## config.mk

```make
export PLATFORM = sky130hd
export DESIGN_NAME = number_literal_syntax_check
export DESIGN_NICKNAME = d
export VERILOG_FILES = /design/src/nlsc_pkg.sv /design/src/nlsc_step.sv /design/src/number_literal_syntax_check.sv
export SDC_FILE = /design/constraint.sdc
export NUM_CORES = 1
export LEC_CHECK = 0
export ABC_AREA = 1
export BUFFER_PORTS_ARGS = -buffer_cell sky130_fd_sc_hd__buf_2
export CAP_MARGIN = 30
export CORE_UTILIZATION = 39
export CTS_BUF_LIST = sky130_fd_sc_hd__clkbuf_4
export CTS_CLUSTER_SIZE = 28
export DETAILED_ROUTE_END_ITERATION = 16
export SETUP_SLACK_MARGIN = 0.3
export SLEW_MARGIN = 20
export SYNTH_ARGS = -nofsm -noshare
export SYNTH_HDL_FRONTEND = slang
export SYNTH_SLANG_ARGS = --single-unit
```

## constraint.sdc

```tcl
create_clock -name clock -period 4.82 [get_ports clock]
set_clock_uncertainty 0.15 [all_clocks]
set_input_delay 0.482 -clock clock [delete_from_list [all_inputs] [get_ports clock]]
set_output_delay 0.482 -clock clock [all_outputs]
set_load 0.005 [all_outputs]
```

## src/nlsc_pkg.sv

```systemverilog
// ----------------------------------------------------------------------------
// nlsc_pkg
// Shared types and character codes for the number literal syntax checker.
// ----------------------------------------------------------------------------
package nlsc_pkg;

   localparam logic [7:0] CHAR_E     = 8'h65;  // lowercase 'e'
   localparam logic [7:0] CHAR_DOT   = 8'h2e;
   localparam logic [7:0] CHAR_PLUS  = 8'h2b;
   localparam logic [7:0] CHAR_MINUS = 8'h2d;
   localparam logic [7:0] CHAR_ZERO  = 8'h30;
   localparam logic [7:0] CHAR_NINE  = 8'h39;

   localparam int unsigned REQ_DATA_W = 8;
   localparam int unsigned RSP_DATA_W = 8;

   // Position in the decimal grammar, one-hot.
   typedef enum logic [10:0] {
      PH_START  = 11'b000_0000_0001,
      PH_PLUS   = 11'b000_0000_0010,
      PH_MINUS  = 11'b000_0000_0100,
      PH_INT    = 11'b000_0000_1000,
      PH_DOT    = 11'b000_0001_0000,
      PH_FRAC   = 11'b000_0010_0000,
      PH_E      = 11'b000_0100_0000,
      PH_EPLUS  = 11'b000_1000_0000,
      PH_EMINUS = 11'b001_0000_0000,
      PH_EXP    = 11'b010_0000_0000,
      PH_FAIL   = 11'b100_0000_0000
   } phase_type;

   // Outcome of one byte step.
   typedef struct packed {
      phase_type phase_next;
      logic      is_integer;
      logic      is_decimal;
   } step_type;

endpackage

```

## src/nlsc_step.sv

```systemverilog
// ----------------------------------------------------------------------------
// nlsc_step
// One byte of the grammar walk: next phase and the verdict if the string
// ended on this byte.
// ----------------------------------------------------------------------------
module nlsc_step (
   input  nlsc_pkg::phase_type phase,
   input  logic [7:0]          char_code,
   output nlsc_pkg::step_type  step
);
   import nlsc_pkg::*;

   logic      is_digit;
   phase_type nxt;

   always_comb begin
      is_digit = char_code inside {[CHAR_ZERO:CHAR_NINE]};
      nxt      = PH_FAIL;
      case (phase)
         PH_START: begin
            if (char_code == CHAR_PLUS)       nxt = PH_PLUS;
            else if (char_code == CHAR_MINUS) nxt = PH_MINUS;
            else if (is_digit)                nxt = PH_INT;
            else if (char_code == CHAR_DOT)   nxt = PH_DOT;
            else if (char_code == CHAR_E)     nxt = PH_E;
         end
         PH_PLUS: begin
            if (char_code == CHAR_MINUS)      nxt = PH_MINUS;
            else if (is_digit)                nxt = PH_INT;
            else if (char_code == CHAR_DOT)   nxt = PH_DOT;
            else if (char_code == CHAR_E)     nxt = PH_E;
         end
         PH_MINUS, PH_INT: begin
            if (is_digit)                     nxt = PH_INT;
            else if (char_code == CHAR_DOT)   nxt = PH_DOT;
            else if (char_code == CHAR_E)     nxt = PH_E;
         end
         PH_DOT, PH_FRAC: begin
            if (is_digit)                     nxt = PH_FRAC;
            else if (char_code == CHAR_E)     nxt = PH_E;
         end
         PH_E: begin
            if (char_code == CHAR_PLUS)       nxt = PH_EPLUS;
            else if (char_code == CHAR_MINUS) nxt = PH_EMINUS;
            else if (is_digit)                nxt = PH_EXP;
         end
         PH_EPLUS: begin
            if (char_code == CHAR_MINUS)      nxt = PH_EMINUS;
            else if (is_digit)                nxt = PH_EXP;
         end
         PH_EMINUS, PH_EXP: begin
            if (is_digit)                     nxt = PH_EXP;
         end
         default: begin
            nxt = PH_FAIL;
         end
      endcase
      step.phase_next = nxt;
      step.is_integer = (nxt == PH_INT);
      step.is_decimal = (nxt == PH_INT) || (nxt == PH_FRAC) || (nxt == PH_EXP);
   end

endmodule

```

## src/number_literal_syntax_check.sv

```systemverilog
// ----------------------------------------------------------------------------
// number_literal_syntax_check
// Streams a string byte by byte and flags whether it is an integer and
// whether it is a decimal number.
// ----------------------------------------------------------------------------
// Usage:
//   req_*  : one beat per string byte. req_tdata[7:0] is the byte, req_tlast
//            marks the final byte, req_tuser[0] marks a zero-length string
//            (its byte is ignored; it yields one all-zero result and drops
//            any unfinished string).
//   rsp_*  : one beat per finished string. rsp_tdata[0] = is_integer,
//            rsp_tdata[1] = is_decimal, upper bits zero.
//   Throughput: one byte per cycle, sustained, with rsp_tready held high.
//   Path: a last byte passes through the input register, then the
//   phase/result register, before its result shows at rsp_*.
//   The phase register feeds back through nlsc_step combinationally, which
//   is what allows the next byte of the same string in the next cycle.
//   Stall: while the result register is full and rsp_tready is low, the input
//   register keeps one byte and req_tready drops once it is occupied; bytes
//   that give no result still drain, since they only touch the phase.
//   Reset (synchronous, active high) empties both registers and returns the
//   grammar walk to the start of a string.
// ----------------------------------------------------------------------------
module number_literal_syntax_check (
   input  logic                               clock,
   input  logic                               reset,
   input  logic                               req_tvalid,
   output logic                               req_tready,
   input  logic [nlsc_pkg::REQ_DATA_W-1:0]    req_tdata,   // [7:0] char_code
   input  logic                               req_tlast,   // last_char
   input  logic [0:0]                         req_tuser,   // [0] empty_string
   output logic                               rsp_tvalid,
   input  logic                               rsp_tready,
   output logic [nlsc_pkg::RSP_DATA_W-1:0]    rsp_tdata    // [0] is_integer,
                                                           // [1] is_decimal
);
   import nlsc_pkg::*;

   // input register
   logic       in_valid_ff, in_valid_in;
   logic [7:0] in_char_ff;
   logic       in_last_ff;
   logic       in_empty_ff;

   // phase and result registers
   phase_type  phase_ff, phase_in;
   logic       out_valid_ff, out_valid_in;
   logic       out_int_ff, out_int_in;
   logic       out_dec_ff, out_dec_in;

   step_type   step;
   logic       ends_string;
   logic       proceed;
   logic       req_fire;

   nlsc_step u_step (
      .phase     (phase_ff),
      .char_code (in_char_ff),
      .step      (step)
   );

   assign ends_string = in_last_ff || in_empty_ff;
   // a result-producing beat needs a free (or draining) result slot
   assign proceed     = in_valid_ff && (!ends_string || !out_valid_ff || rsp_tready);
   assign req_tready  = !in_valid_ff || proceed;
   assign req_fire    = req_tvalid && req_tready;

   always_comb begin
      in_valid_in  = req_fire ? 1'b1 : (proceed ? 1'b0 : in_valid_ff);
      phase_in     = phase_ff;
      out_valid_in = (rsp_tready) ? 1'b0 : out_valid_ff;
      out_int_in   = out_int_ff;
      out_dec_in   = out_dec_ff;
      if (proceed) begin
         if (in_empty_ff) begin
            phase_in     = PH_START;
            out_valid_in = 1'b1;
            out_int_in   = 1'b0;
            out_dec_in   = 1'b0;
         end else if (in_last_ff) begin
            phase_in     = PH_START;
            out_valid_in = 1'b1;
            out_int_in   = step.is_integer;
            out_dec_in   = step.is_decimal;
         end else begin
            phase_in     = step.phase_next;
         end
      end
   end

   always_ff @(posedge clock) begin
      if (reset) begin
         in_valid_ff  <= 1'b0;
         out_valid_ff <= 1'b0;
         phase_ff     <= PH_START;
      end else begin
         in_valid_ff  <= in_valid_in;
         out_valid_ff <= out_valid_in;
         phase_ff     <= phase_in;
      end
   end

   always_ff @(posedge clock) begin
      if (req_fire) begin
         in_char_ff  <= req_tdata[7:0];
         in_last_ff  <= req_tlast;
         in_empty_ff <= req_tuser[0];
      end
      out_int_ff <= out_int_in;
      out_dec_ff <= out_dec_in;
   end

   assign rsp_tvalid = out_valid_ff;
   assign rsp_tdata  = {{(RSP_DATA_W-2){1'b0}}, out_dec_ff, out_int_ff};

   // end of string returns the walk to its start
   a_restart: assert property (@(posedge clock) disable iff (reset)
      proceed && ends_string |=> phase_ff == PH_START)
      else $error("phase not restarted after end of string");

   // an empty string item reports false for both tests
   a_empty_zero: assert property (@(posedge clock) disable iff (reset)
      proceed && in_empty_ff |=> rsp_tvalid && !rsp_tdata[0] && !rsp_tdata[1])
      else $error("empty string gave a nonzero result");

   // every integer is also a decimal
   a_int_is_dec: assert property (@(posedge clock) disable iff (reset)
      rsp_tvalid && rsp_tdata[0] |-> rsp_tdata[1])
      else $error("integer flagged without decimal");

   // a beat that gives no result never stalls
   a_no_stall_mid: assert property (@(posedge clock) disable iff (reset)
      in_valid_ff && !ends_string |-> proceed)
      else $error("mid-string byte stalled");

   // a pending result with a stalled receiver holds its verdict
   a_hold: assert property (@(posedge clock) disable iff (reset)
      rsp_tvalid && !rsp_tready |=> rsp_tvalid && $stable(rsp_tdata))
      else $error("result changed while stalled");

endmodule

```

==> flow_summary_export.csv, run 1 <==
group,metric,value,unit
routing,drtPass1Iterations,5,
global_route,grt_max_degree,14,
placed_design,post-place-ws,2940,ps
setup_path,cp_common_cell,"nor2_1",
setup_path,path_cells,"nor2_1 -> nand2_1 -> nor3_2 -> inv_2 -> a21boi_1 -> nor2_2 -> nor2_1 -> o22ai_1",
logic_synthesis,ys_top_cells_by_count,"49 x nand2_1, 27 x inv_1, 26 x nor2_1",
setup_path,critPathTopFamily,"simple AND/OR/NAND/NOR gates",
global_route,grt_pass1_vias,1232,
floorplan,num_rows,22,
clock_tree,cts_tree,"yes",
timing,finalHoldViolations,0,
layout,diodes,0,
global_route,grt_overflow_total,0,
status,status,"complete, no violations",
logic_synthesis,yosysMostFrequentCell,"nand2_1",
logic_synthesis,yosysSeqAreaShare,0.397,
setup_path,crit_fanout,5,
setup_path,cp_slowest_cell,"edfxtp_1",
flow_run,cap_violations,0,
setup_path,max_stage_delay,430,ps
clock_tree,cts_setup_buffers,0,
timing,max_clock_freq,528,MHz
power_and_ir_drop,switching_share,0.250,
logic_synthesis,synth.area.top_cells,"edfxtp_1 23%, dfxtp_1 17%, nand2_1 12%",
placed_design,dpl.hpwl,2.34,mm
power_and_ir_drop,combinationalPowerShare,0.119,
routing,vias_per_cell,4.66,
logic_synthesis,syn_area,1560,um^2
worst_hold_path,hold_class,"in -> reg",
timing,layout_setup_ws,2920,ps
power_and_ir_drop,p_per_area,223,nW/um^2
logic_synthesis,syn_avg_cell_area,7.38,um^2
timing,period_share,0.393,
layout,fin_nets,243,
logic_synthesis,ys.flop_type,"dfxtp_1",
logic_synthesis,synth-edff-count,12,
logic_synthesis,yosysTopAreaCellShare,0.230,
clock_tree,cts_hold_buf,0,
logic_synthesis,netlist_instances,212,
power_and_ir_drop,internal-power,283,uW
setup_path,crit_arrival,1820,ps
routing,drcViolationCount,0,
floorplan,die-area,4270,um^2
routing,routed-via-count,1287,
routing,finalWirelength,2.94,mm
clock_tree,clock_tree.root_cell,"clkbuf_4",
layout,final_cells,276,
power_and_ir_drop,power_switching,94.2,uW
power_and_ir_drop,leakagePower,0.000737,uW
setup_path,critPathCaptureType,"flip-flop",
setup_path,required,4750,ps
clock_tree,cts-resized-gates,0,
global_route,grt_pass1_wl,5.14,mm
clock_tree,cts_sinks,25,
timing,rsz0062_at_grt,"false",
timing,period_needed,1900,ps
logic_synthesis,ys_ff_latch,25,
timing,finalSetupTns,0,ps
placed_design,numPortBuffers,17,
floorplan,initial_utilization,0.418,
layout,area_delta_synth_final,8.08,%
global_route,track_usage,0.157,
layout,post-route-util,0.452,
clock_tree,h-tree-depth,1,
layout,layout-drive-gt1-share,0.224,
timing,final-setup-viol-count,0,
logic_synthesis,synth_cell_types,30,
clock_tree,clock_latency,310,ps
setup_path,path_buf_inv,1,
routing,wl_per_cell,10.6,um
routing,ant_nets,0,
logic_synthesis,async_reset_ff_frac,0,
logic_synthesis,yosysTopAreaCell,"edfxtp_1",
floorplan,die_w,65.3,um
global_route,antenna_found_initial,0,
placed_design,globalplace.congestion,0.821,
timing,slew_violations,0,
power_and_ir_drop,irDropWorstVdd,0.128,mV
floorplan,ioPinCount,24,
setup_path,path_class,"reg -> reg",
clock_tree,path_clk_slew,130,ps
placed_design,place_inst,272,
floorplan,core,3740,um^2
setup_path,cp-start-kind,"flip-flop",
routing,detail_route.iter0.violations,84,
clock_tree,cts-buffers-inserted,3,
floorplan,die_h,65.3,um
power_and_ir_drop,p_clk_frac,0.259,
logic_synthesis,ys_warn_count,0,
power_and_ir_drop,p_seq_frac,0.622,
clock_tree,cts.path.max_buffers,2,
-- final cells by class --
type	instances	area (um^2)
Timing Repair Buffer	17	85.1
Sequential cell	25	621
Multi-Input combinational cell	148	767
Fill cell	398	2050
Tap cell	48	60.1
Clock buffer	4	30.0
Inverter	34	128
-- power by group through the flow --
| stage | Sequential [uW] | Clock [uW] | Combinational [uW] |
|---|---|---|---|
| 2_1_floorplan | 239 | 0 | 36.6 |
| 3_3_place_gp | 239 | 0 | 44.6 |
| 3_5_place_dp | 239 | 0 | 45.0 |
| 4_1_cts | 235 | 102 | 45.1 |
| 5_1_grt | 236 | 111 | 50.5 |
| 6_report | 235 | 97.7 | 45.0 |
-- registers in the layout, indices dropped and copies added, names as in the netlist --
signal	flops
phase_ff	11
in_char_ff	8
in_empty_ff	1
in_last_ff	1
in_valid_ff	1
out_dec_ff	1
out_int_ff	1
rsp_tvalid	1
-- cells by family (layout without fill, tap and decap cells) --
group	count (synthesis)	after routing	synth area share
AOI/OAI and AO/OA	21	21	0.0760
buffers and inverters	44	55	0.125
DFF	25	25	0.397
other	1	6	0.00240
and+or+nand+nor	121	121	0.400
-- metal layers --
metal | part of all wire | vias up | global-route usage | wire length, um
li1 | - | 699 | - | -
met3 | 0.016 | 2 | 0.0208 | 46
met2 | 0.47 | 16 | 0.276 | 1370
met5 | 0 | - | 0 | 0
met4 | 0.0065 | 0 | 0.0408 | 19
met1 | 0.51 | 570 | 0.202 | 1500
-- through the flow --
| stage | total power, uW | area, um^2 | hold WS [ps] |
|---|---|---|---|
| after floorplan | 275 | 1580 | 308 |
| after global placement | 284 | 1660 | 322 |
| after detailed placement | 284 | 1660 | 329 |
| after CTS | 381 | 1690 | 178 |
| after global routing | 397 | 1690 | 160 |
| final | 377 | 1690 | 187 |
-- worst paths after layout --
path | from | slack [ps] | end | cells past startpoint
setup / recovery | in_char_ff[1]$_DFFE_PP_ | 2920 | out_dec_ff$_SDFFCE_PP0P_ | 8
hold reg to reg | phase_ff[10]$_SDFFE_PP0P_ | 340 | phase_ff[10]$_SDFFE_PP0P_ | 2
setup reg to reg | in_char_ff[1]$_DFFE_PP_ | 2920 | out_dec_ff$_SDFFCE_PP0P_ | 8
hold / removal | req_tdata[3] | 190 | in_char_ff[3]$_DFFE_PP_ | 1
-- cell usage in the layout (no fill, tap or decap), drive strengths merged --
master / Yosys / layout
nor3: 4 / 4
a21boi: 1 / 1
dfxtp: 13 / 13
nand2: 56 / 56
o22ai: 1 / 1
a22oi: 1 / 1
nor2: 35 / 35
nand4: 10 / 10
buf: 8 / 17
nand3: 14 / 14
o21ai: 4 / 4
nor4: 1 / 1
edfxtp: 12 / 12
a21oi: 14 / 14
inv: 34 / 34
and2: 1 / 1
conb: 1 / 6
clkbuf: 2 / 4
Note: power is estimated with default switching activity, not from simulation.
==> inputs of run 2 (changes only) <==
ABC_AREA = 0   (was 1)
clock period = 1.75 ns   (was 4.82 ns; I/O delays follow)
==> run 2 against run 1 <==
Compared with the run above: hold slack worse by 180 ps; maximum frequency is 2.9% higher; the run now ends with negative setup slack left; largest power group unchanged; highest routed layer unchanged; routed wire length is 5.0% higher; sequential power grew to 2.8 times the previous value; register-to-register slack worse by 3000 ps; first-iteration DRC count is 40% lower; via count is 6.3% lower; power grew to 2.9 times the previous value.
==> flow_summary_export.csv, run 2 <==
group,metric,value,unit
logic_synthesis,ys_ff_latch,25,
timing,final-setup-viol-count,7,
floorplan,die_w,59.2,um
layout,fin_nets,205,
global_route,track_usage,0.201,
layout,final_area,1900,um^2
setup_path,critPathCaptureType,"flip-flop",
routing,routed-via-count,1206,
layout,largest_reg_flops,11,
power_and_ir_drop,p_per_area,577,nW/um^2
floorplan,ioPinCount,24,
setup_path,cp-start-kind,"flip-flop",
layout,post-route-util,0.619,
logic_synthesis,yosysTopAreaCell,"edfxtp_1",
logic_synthesis,syn_area,1270,um^2
logic_synthesis,ys_warn_count,0,
floorplan,die-area,3500,um^2
floorplan,die_h,59.2,um
clock_tree,cts_sinks,25,
logic_synthesis,syn_avg_cell_area,9.66,um^2
logic_synthesis,yosysSeqAreaShare,0.487,
clock_tree,clock_tree.root_cell,"clkbuf_4",
global_route,antenna_found_initial,0,
setup_path,path_class,"reg -> reg",
timing,max_clock_freq,543,MHz
setup_path,crit_arrival,1930,ps
power_and_ir_drop,switching_share,0.240,
status,status,"finished, violations left",
power_and_ir_drop,p_clk_frac,0.252,
layout,reg_top3,"phase_ff x11, in_char_ff x8",
clock_tree,h-tree-depth,1,
routing,wl_per_cell,13.2,um
routing,drcViolationCount,0,
power_and_ir_drop,combinationalPowerShare,0.157,
logic_synthesis,async_reset_ff_frac,0,
routing,vias_per_cell,5.15,
logic_synthesis,ys_top_cells_by_count,"20 x nor2_1, 13 x dfxtp_1, 12 x edfxtp_1",
clock_tree,cts_tree,"yes",
power_and_ir_drop,leakagePower,0.000771,uW
setup_path,required,1830,ps
logic_synthesis,synth_cell_types,35,
routing,drtPass1Iterations,4,
timing,slew_violations,0,
placed_design,dpl.hpwl,2.12,mm
global_route,grt_pass1_wl,5.26,mm
logic_synthesis,synth-edff-count,12,
timing,period_share,1.05,
global_route,grt_pass1_vias,1197,
worst_hold_path,hold_class,"in -> reg",
timing,layout_setup_ws,-91.8,ps
layout,layout-drive-gt1-share,0.447,
logic_synthesis,netlist_instances,132,
power_and_ir_drop,irDropWorstVdd,0.541,mV
timing,rsz0062_at_grt,"true",
logic_synthesis,yosysTopAreaCellShare,0.283,
routing,ant_nets,0,
placed_design,globalplace.congestion,0.915,
floorplan,core,3080,um^2
layout,diodes,0,
clock_tree,cts.path.max_buffers,2,
power_and_ir_drop,internal-power,835,uW
timing,finalHoldViolations,0,
global_route,grt_overflow_total,0,
power_and_ir_drop,power_switching,263,uW
logic_synthesis,ys.flop_type,"dfxtp_1",
placed_design,placed_area,1540,um^2
layout,final_cell_mix,"27 x buf_4, 17 x buf_2, 14 x nor2_1",
clock_tree,cts-buffers-inserted,3,
flow_run,cap_violations,0,
placed_design,numPortBuffers,17,
logic_synthesis,yosysMostFrequentCell,"nor2_1",
layout,layout_commonest_cell,"buf_4",
global_route,grt_max_degree,14,
layout,area_delta_synth_final,49.4,%
timing,period_needed,1840,ps
status,violations,"negative setup slack",
routing,detail_route.iter0.violations,50,
logic_synthesis,synth.area.top_cells,"edfxtp_1 28%, dfxtp_1 20%, nor2_1 5.9%",
floorplan,initial_utilization,0.414,
setup_path,crit_fanout,3,
floorplan,num_rows,20,
clock_tree,path_clk_slew,130,ps
power_and_ir_drop,p_seq_frac,0.592,
clock_tree,clock_latency,320,ps
routing,finalWirelength,3.09,mm
layout,top_register,"phase_ff",
run 2: cell count changes in the layout (fill, tap and decap cells not counted), sizes merged, moves of 11 or more:
cell,change
nor2,-15
inv,-33
buf,+30
nand2,-47
dlygate4sd3,+11
run 2: cell type report:
class | instances | area, um^2
multi-input combinational | 102 | 747
inverter | 1 | 3.75
fill | 261 | 1170
clock buffer | 4 | 30.0
tap | 44 | 55.1
sequential | 25 | 628
timing repair buffer | 58 | 440
run 2: through the flow:
stage / hold slack [ps] / power (uW) / TNS, ps / cells / setup WS, ps
2_1_floorplan: 124 / 729 / 0 / 137 / 28.8
5_1_grt: -0.631 / 1150 / -1190 / 234 / -201
3_3_place_gp: 201 / 774 / -132 / 209 / -106
3_5_place_dp: 203 / 777 / -383 / 209 / -137
6_report: 9.63 / 1100 / -441 / 234 / -91.8
4_1_cts: 16.6 / 1080 / -243 / 228 / -86.7
run 2: repair_timing:
item / in CTS / in global routing
buffers inserted: 4 / 6
hold endpoints to repair: 11 / 0
pin swaps: 11 / 15
hold buffers: 11 / 0
endpoints found under the setup margin: 26 / 26
gates resized for setup: 21 / 15
run 2: routing by layer:
layer | track usage | vias to the layer above | part of all wire
met5 | 0 | - | 0
met4 | 0.0714 | 0 | 0.027
met3 | 0.0568 | 10 | 0.046
met2 | 0.372 | 43 | 0.54
met1 | 0.217 | 560 | 0.39
li1 | - | 593 | -
run 2: critical path, cell delays in order, from the launching register on:
cell	delay, ps
edfxtp_1	410
and4bb_2	310
nand4_1	160
buf_4	200
a21oi_4	130
nor2_2	60
buf_4	140
a21oi_1	120
o21ai_1	70
run 2: path summary, 6_finish.rpt:
check	startpoint	end	slack, ps	cells after the start
hold reg to reg	phase_ff[5]$_SDFFE_PP0P_	phase_ff[5]$_SDFFE_PP0P_	350	2
setup / recovery	in_char_ff[4]$_DFFE_PP_	phase_ff[9]$_SDFFE_PP0P_	-90	8
hold / removal	reset	phase_ff[7]$_SDFFE_PP0P_	10	2
setup reg to reg	in_char_ff[4]$_DFFE_PP_	phase_ff[9]$_SDFFE_PP0P_	-90	8
run 2: power by group through the flow:
stage / sequential, uW / clock (uW) / combinational, uW
after global routing: 654 / 305 / 186
after detailed placement: 662 / 0 / 115
after global placement: 661 / 0 / 113
final: 650 / 276 / 172
after floorplan: 660 / 0 / 69.5
after CTS: 650 / 278 / 148
run 2: kinds of logic after synthesis:
logic type	count (synthesis)	synth area share
compound gates	28	0.141
other cells	1	0.00294
flops	25	0.487
buf+inv	10	0.0530
simple gates	64	0.289
xor+xnor	4	0.0275
